<file path="src/hw/rtl/ffpa_pkg.sv">
package ffpa_pkg;

    localparam int unsigned DEFAULT_PAGE_COUNT = 64;
    localparam int unsigned KERNEL_PAGES       = 4;
    localparam int unsigned PAGE_BYTES         = 1024;
    localparam int unsigned PAGE_SHIFT         = $clog2(PAGE_BYTES);
    localparam int unsigned OWNER_W            = 16;
    localparam int unsigned ADDR_W             = 32;
    localparam int unsigned PAGES_W            = 7;

    typedef enum logic [1:0] {
        STAT_DONE    = 2'd0,
        STAT_NONE    = 2'd1,
        STAT_INVALID = 2'd2
    } t_status;

    typedef enum logic [2:0] {
        S_CLEAR,
        S_IDLE,
        S_SCAN,
        S_FILL,
        S_WALK,
        S_RESP
    } t_state;

endpackage

</file>
<file path="src/hw/rtl/ffpa_owner_ram.sv">
module ffpa_owner_ram #(
    parameter int unsigned DEPTH = ffpa_pkg::DEFAULT_PAGE_COUNT,
    parameter int unsigned AW    = $clog2(DEPTH)
) (
    input  logic                         i_clk,
    input  logic                         i_we,
    input  logic [AW-1:0]                i_waddr,
    input  logic [ffpa_pkg::OWNER_W-1:0] i_wdata,
    input  logic                         i_re,
    input  logic [AW-1:0]                i_raddr,
    output logic [ffpa_pkg::OWNER_W-1:0] o_rdata
);

    logic [ffpa_pkg::OWNER_W-1:0] r_mem [DEPTH];
    logic [ffpa_pkg::OWNER_W-1:0] r_rdata;

    always_ff @(posedge i_clk) begin
        if (i_we) begin
            r_mem[i_waddr] <= i_wdata;
        end
    end

    always_ff @(posedge i_clk) begin
        if (i_re) begin
            r_rdata <= r_mem[i_raddr];
        end
    end

    assign o_rdata = r_rdata;

endmodule

</file>
<file path="src/hw/rtl/first_fit_page_allocator_core.sv">
// Channel   Dir  Handshake                 Payload
// s_axis    in   tvalid/tready             tuser: action; tdata: owner_id, byte_length,
//                                          block_address
// m_axis    out  tvalid/tready             tuser: status; tdata: block_start_address,
//                                          pages_affected
// cfg       in   wr_en                     wr_data: region_base_address
//
// One request at a time; the owner table sits in a single-port-read RAM.
// Allocate: reads the table from page 0 until a fit (at most PAGE_COUNT pages), then claims the pages.
// Free: reads and clears the owner's run, one table entry per cycle; rejected requests go straight to the result.
// After reset a clearing pass writes every table entry; no word is taken then.
// A new word is taken while a finished result still waits in the output register;
// the next result holds until that register drains.
module first_fit_page_allocator_core #(
    parameter int unsigned PAGE_COUNT = ffpa_pkg::DEFAULT_PAGE_COUNT
) (
    input  logic        i_clk,
    input  logic        i_rst_n,
    input  logic        i_cfg_wr_en,
    input  logic [31:0] i_cfg_wr_data,
    input  logic        i_s_axis_tvalid,
    output logic        o_s_axis_tready,
    input  logic [79:0] i_s_axis_tdata,   // owner_id[15:0], byte_length[47:16],
                                          // block_address[79:48]
    input  logic        i_s_axis_tuser,   // action[0]
    output logic        o_m_axis_tvalid,
    input  logic        i_m_axis_tready,
    output logic [39:0] o_m_axis_tdata,   // block_start_address[31:0], pages_affected[38:32],
                                          // zero[39]
    output logic [1:0]  o_m_axis_tuser    // status[1:0]
);

    localparam int unsigned IW     = $clog2(PAGE_COUNT);
    localparam int unsigned CW     = $clog2(PAGE_COUNT + 1);
    localparam int unsigned OW     = ffpa_pkg::OWNER_W;
    localparam int unsigned AW     = ffpa_pkg::ADDR_W;
    localparam int unsigned SH     = ffpa_pkg::PAGE_SHIFT;
    localparam int unsigned NEED_W = AW + 1 - SH;
    localparam int unsigned PG_W   = AW - SH;

    ffpa_pkg::t_state  r_state, n_state;
    logic [CW-1:0]     r_ptr, n_ptr;
    logic              r_rd_vld, n_rd_vld;
    logic [IW-1:0]     r_rd_idx, n_rd_idx;
    logic [OW-1:0]     r_who, n_who;
    logic [CW-1:0]     r_need, n_need;
    logic [CW-1:0]     r_run, n_run;
    logic [CW-1:0]     r_cnt, n_cnt;
    logic [IW-1:0]     r_first, n_first;
    logic [IW-1:0]     r_wr, n_wr;
    logic [AW-1:0]     r_base;

    ffpa_pkg::t_status r_res_status, n_res_status;
    logic [AW-1:0]     r_res_addr, n_res_addr;
    logic [6:0]        r_res_pages, n_res_pages;

    logic              r_m_valid;
    ffpa_pkg::t_status r_m_status;
    logic [AW-1:0]     r_m_addr;
    logic [6:0]        r_m_pages;
    logic              load_out;

    logic              ram_we;
    logic [IW-1:0]     ram_waddr;
    logic [OW-1:0]     ram_wdata;
    logic              ram_re;
    logic [OW-1:0]     ram_rdata;

    logic              in_action;
    logic [OW-1:0]     in_who;
    logic [AW-1:0]     in_len;
    logic [AW-1:0]     in_addr;
    logic [AW:0]       len_round;
    logic [NEED_W-1:0] need;
    logic [AW-1:0]     offset;
    logic [PG_W-1:0]   page;
    logic [CW-1:0]     run_n;
    logic [CW-1:0]     cnt_inc;
    logic [CW-1:0]     first_c;
    logic              finish;

    assign in_action = i_s_axis_tuser;
    assign in_who    = i_s_axis_tdata[15:0];
    assign in_len    = i_s_axis_tdata[47:16];
    assign in_addr   = i_s_axis_tdata[79:48];
    assign len_round = {1'b0, in_len} + (AW + 1)'(ffpa_pkg::PAGE_BYTES - 1);
    assign need      = len_round[AW:SH];
    assign offset    = in_addr - r_base;
    assign page      = offset[AW-1:SH];
    assign run_n     = (ram_rdata == '0) ? CW'(r_run + 1'b1) : '0;
    assign cnt_inc   = CW'(r_cnt + 1'b1);
    assign first_c   = CW'(CW'(r_rd_idx) + 1'b1 - run_n);

    ffpa_owner_ram #(
        .DEPTH (PAGE_COUNT),
        .AW    (IW)
    ) u_owner_ram (
        .i_clk   (i_clk),
        .i_we    (ram_we),
        .i_waddr (ram_waddr),
        .i_wdata (ram_wdata),
        .i_re    (ram_re),
        .i_raddr (r_ptr[IW-1:0]),
        .o_rdata (ram_rdata)
    );

    always_comb begin
        n_state      = r_state;
        n_ptr        = r_ptr;
        n_rd_vld     = 1'b0;
        n_rd_idx     = r_rd_idx;
        n_who        = r_who;
        n_need       = r_need;
        n_run        = r_run;
        n_cnt        = r_cnt;
        n_first      = r_first;
        n_wr         = r_wr;
        n_res_status = r_res_status;
        n_res_addr   = r_res_addr;
        n_res_pages  = r_res_pages;
        ram_we       = 1'b0;
        ram_waddr    = r_wr;
        ram_wdata    = '0;
        ram_re       = 1'b0;
        load_out     = 1'b0;
        finish       = 1'b0;

        case (r_state)
            ffpa_pkg::S_CLEAR: begin
                ram_we    = 1'b1;
                ram_waddr = r_ptr[IW-1:0];
                ram_wdata = (32'(r_ptr) < ffpa_pkg::KERNEL_PAGES) ? OW'(1) : '0;
                n_ptr     = CW'(r_ptr + 1'b1);
                if (r_ptr == CW'(PAGE_COUNT - 1)) begin
                    n_ptr   = '0;
                    n_state = ffpa_pkg::S_IDLE;
                end
            end
            ffpa_pkg::S_IDLE: begin
                if (i_s_axis_tvalid) begin
                    n_who        = in_who;
                    n_run        = '0;
                    n_cnt        = '0;
                    n_res_status = ffpa_pkg::STAT_INVALID;
                    n_res_addr   = '0;
                    n_res_pages  = '0;
                    n_state      = ffpa_pkg::S_RESP;
                    if (!in_action) begin
                        if (in_who != '0 && in_len != '0) begin
                            if (32'(need) > 32'(PAGE_COUNT)) begin
                                n_res_status = ffpa_pkg::STAT_NONE;
                            end else begin
                                n_need  = CW'(need);
                                n_ptr   = '0;
                                n_state = ffpa_pkg::S_SCAN;
                            end
                        end
                    end else begin
                        if (in_who != '0 && in_addr >= r_base
                                && 32'(page) < 32'(PAGE_COUNT)) begin
                            n_ptr   = CW'(page);
                            n_state = ffpa_pkg::S_WALK;
                        end
                    end
                end
            end
            ffpa_pkg::S_SCAN: begin
                if (r_rd_vld) begin
                    n_run = run_n;
                    if (run_n == r_need) begin
                        finish  = 1'b1;
                        n_first = first_c[IW-1:0];
                        n_wr    = first_c[IW-1:0];
                        n_cnt   = '0;
                        n_state = ffpa_pkg::S_FILL;
                    end else if (r_rd_idx == IW'(PAGE_COUNT - 1)) begin
                        finish       = 1'b1;
                        n_res_status = ffpa_pkg::STAT_NONE;
                        n_res_addr   = '0;
                        n_res_pages  = '0;
                        n_state      = ffpa_pkg::S_RESP;
                    end
                end
                if (!finish && r_ptr < CW'(PAGE_COUNT)) begin
                    ram_re   = 1'b1;
                    n_rd_vld = 1'b1;
                    n_rd_idx = r_ptr[IW-1:0];
                    n_ptr    = CW'(r_ptr + 1'b1);
                end
            end
            ffpa_pkg::S_FILL: begin
                ram_we    = 1'b1;
                ram_waddr = r_wr;
                ram_wdata = r_who;
                n_wr      = IW'(r_wr + 1'b1);
                n_cnt     = cnt_inc;
                if (cnt_inc == r_need) begin
                    n_res_status = ffpa_pkg::STAT_DONE;
                    n_res_addr   = r_base + (AW'(r_first) << SH);
                    n_res_pages  = 7'(r_need);
                    n_state      = ffpa_pkg::S_RESP;
                end
            end
            ffpa_pkg::S_WALK: begin
                if (r_rd_vld) begin
                    if (ram_rdata == r_who) begin
                        ram_we    = 1'b1;
                        ram_waddr = r_rd_idx;
                        ram_wdata = '0;
                        n_cnt     = cnt_inc;
                        if (r_rd_idx == IW'(PAGE_COUNT - 1)) begin
                            finish       = 1'b1;
                            n_res_status = ffpa_pkg::STAT_DONE;
                            n_res_addr   = '0;
                            n_res_pages  = 7'(cnt_inc);
                            n_state      = ffpa_pkg::S_RESP;
                        end
                    end else begin
                        finish       = 1'b1;
                        n_res_status = (r_cnt == '0) ? ffpa_pkg::STAT_NONE
                                                     : ffpa_pkg::STAT_DONE;
                        n_res_addr   = '0;
                        n_res_pages  = 7'(r_cnt);
                        n_state      = ffpa_pkg::S_RESP;
                    end
                end
                if (!finish && r_ptr < CW'(PAGE_COUNT)) begin
                    ram_re   = 1'b1;
                    n_rd_vld = 1'b1;
                    n_rd_idx = r_ptr[IW-1:0];
                    n_ptr    = CW'(r_ptr + 1'b1);
                end
            end
            ffpa_pkg::S_RESP: begin
                if (!r_m_valid || i_m_axis_tready) begin
                    load_out = 1'b1;
                    n_state  = ffpa_pkg::S_IDLE;
                end
            end
            default: begin
                n_state = ffpa_pkg::S_IDLE;
            end
        endcase
    end

    always_ff @(posedge i_clk) begin
        if (!i_rst_n) begin
            r_state  <= ffpa_pkg::S_CLEAR;
            r_ptr    <= '0;
            r_rd_vld <= 1'b0;
        end else begin
            r_state  <= n_state;
            r_ptr    <= n_ptr;
            r_rd_vld <= n_rd_vld;
        end
    end

    always_ff @(posedge i_clk) begin
        r_rd_idx     <= n_rd_idx;
        r_who        <= n_who;
        r_need       <= n_need;
        r_run        <= n_run;
        r_cnt        <= n_cnt;
        r_first      <= n_first;
        r_wr         <= n_wr;
        r_res_status <= n_res_status;
        r_res_addr   <= n_res_addr;
        r_res_pages  <= n_res_pages;
    end

    always_ff @(posedge i_clk) begin
        if (!i_rst_n) begin
            r_base <= '0;
        end else if (i_cfg_wr_en) begin
            r_base <= i_cfg_wr_data;
        end
    end

    always_ff @(posedge i_clk) begin
        if (!i_rst_n) begin
            r_m_valid <= 1'b0;
        end else if (load_out) begin
            r_m_valid <= 1'b1;
        end else if (i_m_axis_tready) begin
            r_m_valid <= 1'b0;
        end
    end

    always_ff @(posedge i_clk) begin
        if (load_out) begin
            r_m_status <= r_res_status;
            r_m_addr   <= r_res_addr;
            r_m_pages  <= r_res_pages;
        end
    end

    assign o_s_axis_tready = (r_state == ffpa_pkg::S_IDLE);
    assign o_m_axis_tvalid = r_m_valid;
    assign o_m_axis_tdata  = {1'b0, r_m_pages, r_m_addr};
    assign o_m_axis_tuser  = r_m_status;

endmodule

</file>
<file path="config.mk">
export PLATFORM = sky130hd
export DESIGN_NAME = first_fit_page_allocator_core
export DESIGN_NICKNAME = d
export VERILOG_FILES = /design/src/hw/rtl/ffpa_pkg.sv /design/src/hw/rtl/ffpa_owner_ram.sv /design/src/hw/rtl/first_fit_page_allocator_core.sv
export SDC_FILE = /design/constraint.sdc
export NUM_CORES = 1
export LEC_CHECK = 0
export ABC_AREA = 1
export BUFFER_PORTS_ARGS = -buffer_cell sky130_fd_sc_hd__buf_4
export CAP_MARGIN = 20
export CELL_PAD_IN_SITES_DETAIL_PLACEMENT = 1
export CELL_PAD_IN_SITES_GLOBAL_PLACEMENT = 2
export CORE_ASPECT_RATIO = 1.1
export CORE_MARGIN = 4
export CORE_UTILIZATION = 46
export CTS_CLUSTER_DIAMETER = 200
export DETAILED_ROUTE_END_ITERATION = 10
export PLACE_DENSITY = 0.92
export SYNTH_ARGS = -nofsm -noshare
export SYNTH_HDL_FRONTEND = slang
export SYNTH_SLANG_ARGS = --single-unit
</file>
<file path="constraint.sdc">
create_clock -name i_clk -period 6.8 [get_ports i_clk]
set_clock_uncertainty 0.15 [all_clocks]
set_input_delay 1.36 -clock i_clk [delete_from_list [all_inputs] [get_ports i_clk]]
set_output_delay 1.36 -clock i_clk [all_outputs]
set_load 0.1 [all_outputs]
</file>
==> run summary <==
Antenna-violating nets left: 0
Dpl hpwl: 104000 microns
Htree depth: 3
Vias in the first global route: 40361
Vias: 38784
Pre-CTS setup slack: 2.57 ns
Compound-gate portion of the synthesized area: 0.128
Peak-usage layer in the global routing report: met2
Bufs and invs on worst path: 2
Largest family of logic cells by synthesized area: compound AO/OA/AOI/OAI gates
Num CTS Buffers: 121
Met2 Use GR: 0.480
Post-Route WL: 171000 microns
Peak VDD IR: 0.266 mV
Fin crit period: 4.13 ns
Die W: 330 microns
Crit. Startpoint: r_state[0]$_SDFFE_PN0P_
Data arrival, critical path: 2.62 ns
Period utilization: 0.608
R2R cell count: 12
Top_reg_cell synth: edfxtp_1
Syn Std Cell Area: 0.0526 sq mm
F_max: 242 MHz
Reg2reg end: u_owner_ram.r_mem[29][3]$_DFFE_PP_
Startpoint types: register
Actual slew at the worst max-slew pin: 1.17 ns
Syn_nets: 4859
Commonest cells after routing, fill and taps aside: edfxtp_1, nor2_1, o21ai_0, nand2_1, o22ai_1
Worst Path Class, Setup: register to output port
RD Place Congestion: 0.896
GRT Total Usage: 0.280
Post-CTS Setup Repair Bufs: 0
Worst hold path type: register to register
I/O Buffers: 160
Fin area: 0.0601 sq mm
I/O pin count: 162
Root Buffer: clkbuf_16
Count of pins over their slew limit: 0
Clk sink count: 1221
Netlist cell types: 49
Reg area: 0.0362 sq mm
Clock Tree Buf Depth: 3
R2r setup slk: 2.70 ns
Largest fanout on the critical path: 8
Rows: 129
Largest net degree at the start of global routing: 165
Synth-to-Final Area Change: 14.2%
Slowest cell on crit path: nor2_1
Total gr overflow: 0
Cts repair resizes: 0
Placed Area: 0.0559 sq mm
Worst setup margin: 2.67 ns
Synth Area per Inst: 11.2 sq um
Hold_buf cts: 0
Initial core utilization: 0.465
Antenna violations before repair: 1
Multiplexer share of the synthesized area: 0
Wire length per cell: 26.4 microns
Post-synthesis register bit count: 1221
Vias per inst: 6.00
Number of synthesized flops with an enable pin: 1177
Post-synthesis xor/xnor area fraction: 0.00766
Ys async rst share: 0
CP max stage delay: 0.65 ns
Die Ht: 363 microns
Status: complete, no violations
Number of DRC markers in iteration 0: 3817
Syn Inst Count: 4687
DRC Markers: 0
Worst-path clk slew: 0.06 ns
P per Cell Area: 386 mW/mm^2
Top delay family on crit path: simple AND/OR/NAND/NOR gates
Clk Latency, worst-skew pair: 0.77 ns
Setup violations, final: 0
Final Core Density: 0.532
Critical Path Stages: 4
Worst rel slew slack: 0.212
Multi-input logic area: 0.0145 sq mm
First-pass DRT Iterations: 7
Yosys Warn Count: 0
Unrepaired setup endpoints after global routing: false
Layout Nets: 5019
Met1 Track Usage GR: 0.352
CTS tree: built
Max cap viols: 0
Final Hold Fails: 0
Layout cell share with drive strength beyond 1: 0.107
Pleak: 22.9 nW
Seq/Total Area, Yosys: 0.689
Most common cell after layout, fill and taps aside: edfxtp_1
Die area: 0.120 sq mm
Worst r2r src: r_who[10]$_DFFE_PP_
Met3 Usage GRT: 0.0424
Critical path data required time: 5.29 ns
CP Cell Sequence: inv_1 -> or2_2 -> nor2_1 -> buf_4
First-pass GRT wire length: 253000 microns
Total core area: 0.113 sq mm
Crit end category: output port
Worst setup endpoint: o_s_axis_tready
Final Power: 23.2 mW
Simple-Gate Fraction of Synth Area: 0.124
Post-Synth Adder-Cell Area: 0.0131
Fill cells: 11869
Setup TNS: 0 ns
==> synth_stat cells, types with 2 or more instances <==
cell | n | share of area
nor2_2 | 6 | 0.00071
nor2_1 | 928 | 0.066
nand3b_1 | 11 | 0.0016
buf_6 | 2 | 0.00043
o31ai_1 | 4 | 0.00057
buf_2 | 4 | 0.00038
o311ai_0 | 4 | 0.00067
fa_1 | 2 | 0.00076
nand4_1 | 25 | 0.0030
o21ai_0 | 728 | 0.069
xnor2_1 | 19 | 0.0032
o21ai_1 | 2 | 0.00019
nand2_2 | 5 | 0.00059
a21o_1 | 2 | 0.00029
xor2_1 | 27 | 0.0045
a32o_1 | 6 | 0.0011
nor3_1 | 22 | 0.0021
a22o_1 | 4 | 0.00067
nor4_1 | 10 | 0.0012
nand3_1 | 114 | 0.011
dfxtp_1 | 44 | 0.017
o32ai_1 | 10 | 0.0017
and2_1 | 3 | 0.00036
a31oi_1 | 2 | 0.00024
o211ai_1 | 24 | 0.0034
edfxtp_1 | 1177 | 0.67
buf_1 | 5 | 0.00036
inv_1 | 263 | 0.019
o22ai_1 | 285 | 0.034
o21bai_1 | 10 | 0.0014
nand2_1 | 501 | 0.036
ha_1 | 52 | 0.012
a21oi_2 | 2 | 0.00033
inv_2 | 8 | 0.00057
clkinv_1 | 4 | 0.00029
clkbuf_1 | 236 | 0.017
o221ai_1 | 36 | 0.0060
a21oi_1 | 81 | 0.0077
nor2_4 | 5 | 0.0011
or2_2 | 5 | 0.00059
==> cell type report <==
cell class	count	share of cell area
timing repair buffer	285	0.0373
tap	1506	0.0314
clock inverter	90	0.0172
inverter	275	0.0174
antenna	1	0.0000417
multi-input combinational	2943	0.242
clock buffer	139	0.0515
sequential	1221	0.603
==> power by group <==
part,internal [mW],switching (mW),total (mW),leakage [nW]
Sequential,8.95,0.276,9.23,12.8
Clock,3.97,3.02,6.98,2.00
Combinational,1.76,5.18,6.94,8.06
==> sequential cells by signal, indices dropped and copies added (netlist names), 7 cells and up <==
register	cells
r_who	16
r_need	7
r_res_addr	32
r_run	7
r_ptr	7
u_owner_ram.r_mem	1024
u_owner_ram.o_rdata	16
r_base	32
r_res_pages	7
r_m_pages	7
r_m_addr	32
r_cnt	7
==> through the flow <==
stage	hold WS (ns)	instances
global placement	0.251	6229
finish	0.275	6460
CTS	0.277	6458
detailed placement	0.262	6229
global route	0.291	6459
floorplan	0.250	4687
==> worst min path at each step <==
stage                     slack [ns]                     endpoint                      start  depth (start not counted)
final                           0.28       r_m_pages[4]$_DFFE_PP_   r_res_pages[4]$_DFFE_PP_                          0
after global routing            0.29       r_m_pages[4]$_DFFE_PP_   r_res_pages[4]$_DFFE_PP_                          0
after CTS                       0.28       r_m_pages[4]$_DFFE_PP_   r_res_pages[4]$_DFFE_PP_                          0
after detailed placement        0.26       r_m_pages[4]$_DFFE_PP_   r_res_pages[4]$_DFFE_PP_                          0
after global placement          0.25       r_m_pages[1]$_DFFE_PP_   r_res_pages[1]$_DFFE_PP_                          0
after floorplan                 0.25  o_m_axis_tuser[0]$_DFFE_PP_  r_res_status[0]$_DFFE_PP_                          0
==> routing by layer <==
layer / vias to the layer above / share of wire
li1: 17145 / -
met1: 19596 / 0.38
met2: 1655 / 0.50
met3: 388 / 0.074
met4: 0 / 0.048
met5: - / 0
==> logic make-up (layout without fill, tap and decap cells) <==
family	Yosys count	count (layout)
AO/OA/AOI/OAI	1204	1204
XOR/XNOR	46	46
adder cells (fa/ha/maj)	54	54
buffers and inverters	523	789
flip-flops	1221	1221
other	1	2
AND/OR/NAND/NOR	1638	1638
Power figures use the tool's default switching activity.
